--- config.mk ---
export PLATFORM = sky130hd
export DESIGN_NAME = irs_div
export DESIGN_NICKNAME = d
export VERILOG_FILES = /design/src/rtl/core/irs_pkg.sv /design/src/rtl/core/irs_div.sv
export SDC_FILE = /design/constraint.sdc
export NUM_CORES = 1
export LEC_CHECK = 0
export ABC_AREA = 1
export BUFFER_PORTS_ARGS = -buffer_cell sky130_fd_sc_hd__buf_2
export CAP_MARGIN = 20
export CORE_AREA = 2 2 108 120
export CTS_BUF_LIST = sky130_fd_sc_hd__clkbuf_4 sky130_fd_sc_hd__clkbuf_8 sky130_fd_sc_hd__clkbuf_16
export CTS_CLUSTER_SIZE = 40
export DETAILED_ROUTE_END_ITERATION = 8
export DIE_AREA = 0 0 110 122
export PLACE_DENSITY = 0.79
export SYNTH_ARGS = -nofsm -noshare
export SYNTH_HDL_FRONTEND = slang
export SYNTH_SLANG_ARGS = --single-unit
--- constraint.sdc ---
create_clock -name clock -period 2.3 [get_ports clock]
set_clock_uncertainty 0.1 [all_clocks]
set_input_delay 0.46 -clock clock [delete_from_list [all_inputs] [get_ports clock]]
set_output_delay 0.46 -clock clock [all_outputs]
set_load 0.1 [all_outputs]
--- src/rtl/core/irs_pkg.sv ---
package irs_pkg;

   // input kinds and scaling modes
   localparam logic OP_WRITE  = 1'b0;
   localparam logic OP_SAMPLE = 1'b1;

   localparam logic MODE_NEAREST = 1'b0;
   localparam logic MODE_LINEAR  = 1'b1;

   // register indexes on the csr port
   localparam logic [1:0] REG_SCALE_MODE    = 2'd0;
   localparam logic [1:0] REG_SCALE_FACTOR  = 2'd1;
   localparam logic [1:0] REG_SOURCE_WIDTH  = 2'd2;
   localparam logic [1:0] REG_SOURCE_HEIGHT = 2'd3;

   // fixed point
   localparam int FRAC_W  = 12;
   localparam int WGT_W   = 13;
   localparam int ONE     = 4096;
   localparam int HALF    = 2048;
   localparam int COORD_W = 26;
   localparam int IDX_W   = 12;

   // shared divider widths
   localparam int NUM_W = 37;
   localparam int DEN_W = 25;

   localparam int NUM_CHAN = 3;

   typedef enum logic [3:0] {
      S_IDLE,
      S_DIV_GO,
      S_DIV_WAIT,
      S_CHECK,
      S_SETUP,
      S_TAP_RD,
      S_TAP_ACC,
      S_FIN_GO,
      S_FIN_WAIT,
      S_DONE
   } state_type;

   // tap range and edge weights of one axis
   typedef struct packed {
      logic [COORD_W-1:0] f;
      logic [COORD_W-1:0] l;
      logic [WGT_W-1:0]   w_first;
      logic [WGT_W-1:0]   w_last;
      logic [IDX_W-1:0]   lo;
      logic [IDX_W-1:0]   hi;
   } axis_type;

endpackage

--- src/rtl/core/irs_div.sv ---
module irs_div
   import irs_pkg::*;
(
   input  logic             clock,
   input  logic             reset,
   input  logic             start,
   input  logic [NUM_W-1:0] num,
   input  logic [DEN_W-1:0] den,
   output logic             busy,
   output logic             done,
   output logic [NUM_W-1:0] quot
);

   localparam int CNT_W = $clog2(NUM_W + 1);

   logic [CNT_W-1:0] cnt_ff;
   logic [DEN_W:0]   rem_ff;
   logic [NUM_W-1:0] quot_ff;
   logic [DEN_W-1:0] den_ff;
   logic             busy_ff;
   logic             done_ff;

   logic [DEN_W:0]   rem_sh;
   logic [DEN_W+1:0] diff;
   logic             ge;

   // one quotient bit per cycle, restoring
   assign rem_sh = {rem_ff[DEN_W-1:0], quot_ff[NUM_W-1]};
   assign diff   = {1'b0, rem_sh} - {2'b00, den_ff};
   assign ge     = ~diff[DEN_W+1];

   always_ff @(posedge clock) begin
      if (reset) begin
         busy_ff <= 1'b0;
         done_ff <= 1'b0;
         cnt_ff  <= '0;
      end else begin
         done_ff <= 1'b0;
         if (start) begin
            busy_ff <= 1'b1;
            cnt_ff  <= CNT_W'(NUM_W);
         end else if (busy_ff) begin
            cnt_ff <= cnt_ff - 1'b1;
            if (cnt_ff == CNT_W'(1)) begin
               busy_ff <= 1'b0;
               done_ff <= 1'b1;
            end
         end
      end
   end

   // datapath
   always_ff @(posedge clock) begin
      if (start) begin
         quot_ff <= num;
         rem_ff  <= '0;
         den_ff  <= den;
      end else if (busy_ff) begin
         rem_ff  <= ge ? diff[DEN_W:0] : rem_sh;
         quot_ff <= {quot_ff[NUM_W-2:0], ge};
      end
   end

   assign busy = busy_ff;
   assign done = done_ff;
   assign quot = quot_ff;

endmodule

==> flow_metrics.env <==
export IMPL_dr_wl_met3_um=988
export IMPL_grt_overflow=0
export IMPL_syn2layout_area_growth_pct=19.73
export IMPL_cts_root_buf="clkbuf_16"
export IMPL_ys_seq_area_frac=0.4231
export IMPL_comb_power_share=0.227
export IMPL_swShare=0.3459
export IMPL_timing_final_max_slew_violations=0
export IMPL_status="finished clean"
export IMPL_ios=104
export IMPL_netlist_area_leader_share=0.3123
export IMPL_antenna_found_initial=0
export IMPL_die_h_um=122
export IMPL_grt_pass1_vias=5305
export IMPL_p_leak_nw=3.881
export IMPL_htreeDepth=3
export IMPL_cts_made_buffers=9
export IMPL_synth_top_cell_by_area="edfxtp_1"
export IMPL_worstMarginPinSlew_ns=0.5048
export IMPL_grt_use_total=0.2308
export IMPL_cts_sinks=95
export IMPL_grt_pass1_wl_um=24270
export IMPL_hold_buffers=0
export IMPL_drt_total_wl_um=14850
export IMPL_ys_ff_latch=95
export IMPL_numPortBuffers=103
export IMPL_rows=43
export IMPL_met2_length_um=7044
export IMPL_initial_core_util=0.4839
export IMPL_synth_commonest_cells="nand2_1 (344), inv_1 (151), nand3_1 (73), edfxtp_1 (62), nor2_1 (34)"
export IMPL_post_cts_buffers=0
export IMPL_drtIter0Drc=435
export IMPL_synthMuxAreaShare=0
export IMPL_worstPathCellList="inv_1, ha_1, nand2_1, nor2_1, nand3_1, nand3b_1, nand2_1, nand3_1, nand3_2, nand2_1, nand2_1"
export IMPL_syn_num_nets=931
export IMPL_startpoint_type="flip-flop"
export IMPL_synth_edf_count=62
export IMPL_path_common_cell="nand2_1"
export IMPL_cp_slowest_cell="ha_1"
export IMPL_crit_fanout=4
export IMPL_ant_nets=0
export IMPL_synth_fa_ha_area_frac=0.06002
export IMPL_drive_above_1_share=0.1926
export IMPL_dr_max_layer_used="met4"
export IMPL_fin_crit_ns=2.130
export IMPL_core_area_um2=12320
export IMPL_wl_met1_um=6245
export IMPL_synth_compound_area_frac=0.03379
export IMPL_path_clk_slew_ns=0.07
export IMPL_ys_types=38
export IMPL_clock_power_share=0.340
export IMPL_power_mw=4.654
export IMPL_arrival_ns=2.28
export IMPL_clockBufferDepth=2
export IMPL_min_period_over_period=0.9260
export IMPL_die_area_um2=13420
export IMPL_crit_path_end_kind="flip-flop"
export IMPL_synth_async_reset_ratio=0
export IMPL_cts_tree="done"
export IMPL_yosysWarningCount=0
export IMPL_cp_required_ns=2.45
export IMPL_synth_xor_area_share=0.01322
export IMPL_power_density_nw_per_um2=652.1
export IMPL_max_slew_margin_rel=0.6657
export IMPL_worstSetupPathType="flip-flop to flip-flop"
export IMPL_drc=0
export IMPL_synthFlopType="edfxtp_1"
export IMPL_ir_worst_vdd_mv=0.6232
export IMPL_fin_nets=1038
export IMPL_yosysMostFrequentCell="nand2_1"
export IMPL_synthCells=838
export IMPL_power_frac_seq=0.433
export IMPL_slowest_delay_ns=0.37
export IMPL_die_w_um=110
export IMPL_grt_max_degree=51
export IMPL_synth_area_per_cell_um2=7.115
export IMPL_dp_hpwl_um=10560
export IMPL_clock_latency_ns=0.35
export IMPL_fmax_mhz=469.5
export IMPL_vias=5559
export IMPL_mappedNetlistArea_um2=5962
export IMPL_antenna_cells=0
export IMPL_maxCapViolCount=0
export IMPL_hold_class="input pin to flip-flop"
export IMPL_final_core_util=0.5794
export IMPL_place_gp_congestion=0.9631
export IMPL_finalSetupViolations=0
export IMPL_synth_area_leaders="edfxtp_1 (31%), nand2_1 (22%), dfxtp_1 (11%)"
export IMPL_via_per_inst=5.022
export IMPL_drtPass1Iterations=8
export IMPL_hold_violations=0
export IMPL_internal_power_mw=3.045
export IMPL_synth_simple_area_share=0.3498
export IMPL_wl_per_cell_um=13.41
export IMPL_p_sw_mw=1.610
export IMPL_synth_top_family_by_area="simple AND/OR/NAND/NOR gates"
stage by stage:
stage | hold slack, ns | worst slack [ns] | setup TNS [ns] | cell area, um2 | instances
5_1_grt | 0.1704 | -0.008308 | -0.008308 | 7138 | 1107
4_1_cts | 0.1702 | 0.08198 | 0 | 7088 | 1105
2_1_floorplan | 0.3422 | -0.1630 | -3.504 | 6053 | 838
6_report | 0.1799 | 0.1701 | 0 | 7138 | 1107
3_3_place_gp | 0.3561 | 0.1985 | 0 | 6775 | 1089
3_5_place_dp | 0.3615 | 0.1129 | 0 | 6775 | 1089
placed cells by master (no fill, tap or decap), drive strengths merged:
master / netlist / routed
clkinvlp: 0 / 2
and2: 2 / 2
a31oi: 2 / 2
nor4: 1 / 1
nand4: 7 / 7
o21bai: 1 / 1
and3: 1 / 1
clkbuf: 12 / 10
edfxtp: 62 / 62
xnor2: 8 / 8
nand2: 352 / 352
a21oi: 18 / 18
xor2: 1 / 1
clkinv: 0 / 2
ha: 27 / 27
bufinv: 0 / 1
o31ai: 1 / 1
dfxtp: 33 / 33
nand3: 77 / 78
buf: 7 / 113
a211oi: 1 / 1
nand3b: 6 / 6
fa: 1 / 1
o21ai: 13 / 13
inv: 161 / 163
or2: 1 / 1
nor2: 39 / 39
nor3: 4 / 4
sequential cells by signal, summed over array words and instances, names as in the netlist:
register	flops
done	1
cnt_ff	6
rem_ff	25
quot	37
busy	1
den_ff	25
per-layer routing:
layer / GRT usage / up-vias
li1: - / 2804
met1: 0.2846 / 2474
met2: 0.3827 / 225
met3: 0.04869 / 56
met4: 0.1076 / 0
met5: 0 / -
worst paths after layout:
check | startpoint | endpoint | slack, ns | depth (start not counted)
min | den[1] | den_ff[1]$_DFFE_PP_ | 0.18 | 1
max reg2reg | den_ff[6]$_DFFE_PP_ | rem_ff[17]$_SDFFE_PP0P_ | 0.17 | 11
max | den_ff[6]$_DFFE_PP_ | rem_ff[17]$_SDFFE_PP0P_ | 0.17 | 11
min reg2reg | cnt_ff[5]$_SDFFE_PP0P_ | cnt_ff[5]$_SDFFE_PP0P_ | 0.37 | 2
critical path: cells and delay by family, from the launching register on:
kind,cells,cell delay (ns)
fa+ha+maj,1,0.37
buf+inv,1,0.05
flops,1,0.34
simple gates,9,1.19
power by group through the flow:
stage | Sequential (mW) | Combinational, mW | Clock (mW)
6_report | 2.02 | 1.06 | 1.58
3_5_place_dp | 2.05 | 1.06 | 0
5_1_grt | 2.03 | 1.13 | 1.66
4_1_cts | 2.02 | 1.06 | 1.60
3_3_place_gp | 2.05 | 1.05 | 0
2_1_floorplan | 2.55 | 0.321 | 0
layout make-up:
class,count,area (um2)
Sequential cell,95,2524
Timing Repair Buffer,114,665.6
Tap cell,157,196.4
Inverter,161,606.8
Clock inverter,7,87.58
Fill cell,1124,5182
Multi-Input combinational cell,564,2833
Clock buffer,9,225.2
cells by family (layout without fill, tap and decap cells):
kind of cell             Yosys count  in the layout
flip-flops                        95             95
AND/OR/NAND/NOR                  490            491
adder cells (fa/ha/maj)           28             28
AO/OA/AOI/OAI                     36             36
XOR/XNOR                           9              9
buffers and inverters            180            291
repair_timing:
action                                  4_1_cts  5_1_grt
resized for setup                             0        4
hold endpoints to repair                      0        0
endpoints found under the setup margin        0       22
Power figures use the tool's default switching activity.
